File: src/hdl/tro_div.sv
module tro_div #(
  parameter int NW = 32,
  parameter int DW = 16,
  parameter int SW = 1
) (
  input  logic          clk_i,
  input  logic          rst_ni,
  input  logic          en_i,
  input  logic          valid_i,
  input  logic [NW-1:0] num_i,
  input  logic [DW-1:0] den_i,
  input  logic [SW-1:0] side_i,
  output logic          valid_o,
  output logic [NW-1:0] quo_o,
  output logic [SW-1:0] side_o
);

  logic          v_q    [NW];
  logic [DW-1:0] rem_q  [NW];
  logic [NW-1:0] nq_q   [NW];
  logic [DW-1:0] den_q  [NW];
  logic [SW-1:0] side_q [NW];

  // One quotient bit per stage, restoring form
  for (genvar k = 0; k < NW; k++) begin : g_stage
    logic          v_in;
    logic [DW-1:0] rem_in;
    logic [NW-1:0] nq_in;
    logic [DW-1:0] den_in;
    logic [SW-1:0] side_in;
    logic [DW:0]   cand;
    logic [DW:0]   diff;
    logic          ge;

    if (k == 0) begin : g_first
      assign v_in    = valid_i;
      assign rem_in  = '0;
      assign nq_in   = num_i;
      assign den_in  = den_i;
      assign side_in = side_i;
    end else begin : g_next
      assign v_in    = v_q[k-1];
      assign rem_in  = rem_q[k-1];
      assign nq_in   = nq_q[k-1];
      assign den_in  = den_q[k-1];
      assign side_in = side_q[k-1];
    end

    assign cand = {rem_in, nq_in[NW-1]};
    assign diff = cand - {1'b0, den_in};
    assign ge   = (cand >= {1'b0, den_in});

    always_ff @(posedge clk_i or negedge rst_ni) begin
      if (!rst_ni) begin
        v_q[k] <= 1'b0;
      end else if (en_i) begin
        v_q[k] <= v_in;
      end
    end

    always_ff @(posedge clk_i) begin
      if (en_i) begin
        rem_q[k]  <= ge ? diff[DW-1:0] : cand[DW-1:0];
        nq_q[k]   <= {nq_in[NW-2:0], ge};
        den_q[k]  <= den_in;
        side_q[k] <= side_in;
      end
    end
  end

  assign valid_o = v_q[NW-1];
  assign quo_o   = nq_q[NW-1];
  assign side_o  = side_q[NW-1];

endmodule

File: config.mk
export PLATFORM = sky130hd
export DESIGN_NAME = tro_div
export DESIGN_NICKNAME = d
export VERILOG_FILES = /design/src/hdl/tro_div.sv
export SDC_FILE = /design/constraint.sdc
export NUM_CORES = 2
export LEC_CHECK = 0
export BUFFER_PORTS_ARGS = -buffer_cell sky130_fd_sc_hd__buf_2
export CAP_MARGIN = 20
export CORE_MARGIN = 2
export CORE_UTILIZATION = 50
export DETAILED_ROUTE_END_ITERATION = 10
export HOLD_SLACK_MARGIN = 0.03
export PLACE_DENSITY = 0.68
export REMOVE_ABC_BUFFERS = 1
export SLEW_MARGIN = 20
export SYNTH_ARGS = -nofsm -noshare
export SYNTH_HDL_FRONTEND = slang
export SYNTH_SLANG_ARGS = --single-unit
File: constraint.sdc
create_clock -name clk_i -period 3.35 [get_ports clk_i]
set_input_delay 0.335 -clock clk_i [delete_from_list [all_inputs] [get_ports clk_i]]
set_output_delay 0.335 -clock clk_i [all_outputs]
set_load 0.1 [all_outputs]
==> qor.txt <==
CP Max Fanout = 16
GPL Wtd Cong = 0.866
Final setup viols = 0
IO Count = 87
Syn-to-layout area delta = 13.8%
CTS root buffer = clkbuf_16
area leader, netlist = edfxtp_1
crit end category = flop
die area = 188000 sq um
via count = 50300
Initial DRT Pass Iterations = 6
CTS tree = built
clk sinks = 2080
Max-Slew Margin vs Limit = 45.0%
WP data required = 3930 ps
Hold Vio Cnt, Final = 0
nets@finish = 7304
number of diodes = 0
Cell Area, Placed = 97400 sq um
Cell Area, Synth = 92500 sq um
Worst-Skew Late Latency = 860 ps
Initial DRC Count = 3424
worst clock skew = 51.8 ps
Primary FF master, synth = edfxtp_1
Critical Path Slowest Stage Cell = edfxtp_1
maximum number of pins on one net before global-route repair = 102
Power Density = 899 nW/um^2
largest delay contributor family on the critical path = compound AO/OA/AOI/OAI gates
final core occ = 57.4%
final hold slack = 204 ps
Post-DP HPWL = 117 mm
DRC = 0
first-pass GRT wire length = 266 mm
post-route worst setup slack = 170 ps
routed vias/inst = 5.38
Slew Limit Fails = 0
pre-CTS setup slack = 126 ps
syn avg cell area = 14.7 sq um
most frequent cell on the critical path = a21o_1
Post-Layout Cell Count = 9366
Inserted Clock Buffers = 215
Hold Path Cell Cnt = 2
cells after synthesis = 6293
die height = 434 microns
Startpoint Class = flop
critical path, cell by cell = inv_1, ha_1, a21o_1, a21o_1, a21o_1, a21oi_1, o221ai_1, o211ai_1, and3_1, buf_12, mux2_2
Reg2Reg Depth = 11
asr flop ratio synth = 1.54%
vias in the first global route = 50000
global route overflow = 0
PortBufs = 86
gr usage total = 17.7%
clk buf depth = 3
Total Power = 94.7 mW
number of cells on the critical path = 11
Worst Hold Class = in2reg
initial antenna violation count = 1
arrival time worst endpoint = 3760 ps
Worst-Margin Slew = 814 ps
fill count = 14400
Leak Pwr = 40.6 nW
Design Area, Final = 105000 sq um
clk slew on worst S/H paths = 60 ps
WP buf/inv = 2
EDFF count, synth = 2048
sequential share of the synthesized area = 67.4%
Max Fclk = 314 MHz
WL final = 167 mm
Max stage delay on crit path = 480 ps
Placed Cells = 8915
H-tree lvl count = 4
fin crit share = 94.9%
layout cells sized above 1 = 14.2%
YS warnings = 0
die span in x = 434 microns
accumulated negative setup slack = 0 ps
synth top area cells = edfxtp_1, ha_1, mux2_2
VDD IR max = 453 uV
Final min period = 3180 ps
Synth top area share = 66.5%
remaining antenna violation count = 0
total of max-cap violations = 0
Setup Crit Path Kind = reg2reg
WL per Instance = 17.9 microns
Synth cell types = 92
outcome = finished clean
Seq cells post-synth = 2080
Placeable Area = 183000 sq um
num rows = 157
Initial Utilization = 50.4%
cell usage after synthesis, drive strengths merged, types with 32 or more instances:
cell type	count
a21oi	305
o21ai	249
edfxtp	2048
a21boi	39
mux2i	64
nand3	83
xor2	120
mux2	365
xnor2	223
ha	498
nand2	242
and3	43
nor2b	86
clkbuf	42
nor3	78
a21o	142
dfrtp	32
nand2b	83
nor2	246
o21a	75
a31oi	57
inv	633
nand4	62
final cells by class:
class | count | area [sq um] | share of cell area [%]
multi-input cells | 3508 | 27600 | 26.2
clock inverters | 139 | 1650 | 1.56
inverters | 633 | 2380 | 2.26
repair buffers | 285 | 2690 | 2.55
well taps | 2464 | 3080 | 2.93
flip-flops and latches | 2080 | 62300 | 59.2
clock buffers | 257 | 5600 | 5.32
power by group:
part / internal, mW / leakage [nW] / switching, mW
sequential: 35.4 / 20.4 / 2.73
combinational: 15.7 / 16.8 / 16.8
clock: 14.1 / 3.47 / 10.0
total: 65.2 / 40.6 / 29.5
flip-flops by register name (all words and copies together), names as in the netlist:
name          flops
g_stage.v_in     31
den_q           496
valid_o           1
nq_q           1024
side_q           32
rem_q           496
repair_timing:
item	in CTS	in global routing
setup buffers	0	1
endpoints found under the setup margin	0	63
gates resized for setup	0	9
hold endpoints to repair	121	0
hold buffers	54	0
layer usage:
| layer | vias up | routed length, microns | GRT usage (%) |
|---|---|---|---|
| met5 | - | 0 | 0 |
| met4 | 0 | 5610 | 6.63 |
| met3 | 326 | 6120 | 2.81 |
| met2 | 924 | 80700 | 29.5 |
| met1 | 24600 | 75000 | 23.4 |
| li1 | 24500 | - | - |
placed cells by master (no fill, tap or decap), drive strengths merged, types with 27 or more instances in the layout:
cell type	instances
a211oi	28
a21boi	39
a21o	142
a21oi	305
a31oi	57
and3	43
buf	232
bufinv	27
clkbuf	257
clkinv	91
dfrtp	32
dlygate4sd3	53
edfxtp	2048
fa	30
ha	498
inv	637
mux2	365
mux2i	64
nand2	242
nand2b	83
nand3	83
nand4	62
nor2	246
nor2b	86
nor3	78
nor4	29
o211ai	28
o21a	75
o21ai	249
o31ai	28
or3	28
xnor2	223
xor2	120
final timing paths:
check                              from                to  slack, ps
setup / recovery           den_q[22][6]     rem_q[1][116]        170
hold / removal                 num_i[4]        nq_q[0][5]        200
setup reg to reg           den_q[22][6]     rem_q[1][116]        170
hold reg to reg             nq_q[1][32]       nq_q[1][65]        390
max in group asynchronous        rst_ni  g_stage[14].v_in       2650
min in group asynchronous        rst_ni  g_stage[31].v_in        530
cells by family after synthesis:
kind of cell / count (synthesis) / synth area share (%)
mux: 429 / 5.16
buf+inv: 705 / 2.92
compound gates: 1147 / 8.17
flops: 2080 / 67.4
xor+xnor: 343 / 3.25
simple gates: 1061 / 5.76
fa+ha+maj: 528 / 7.39
Power figures use the tool's default switching activity.
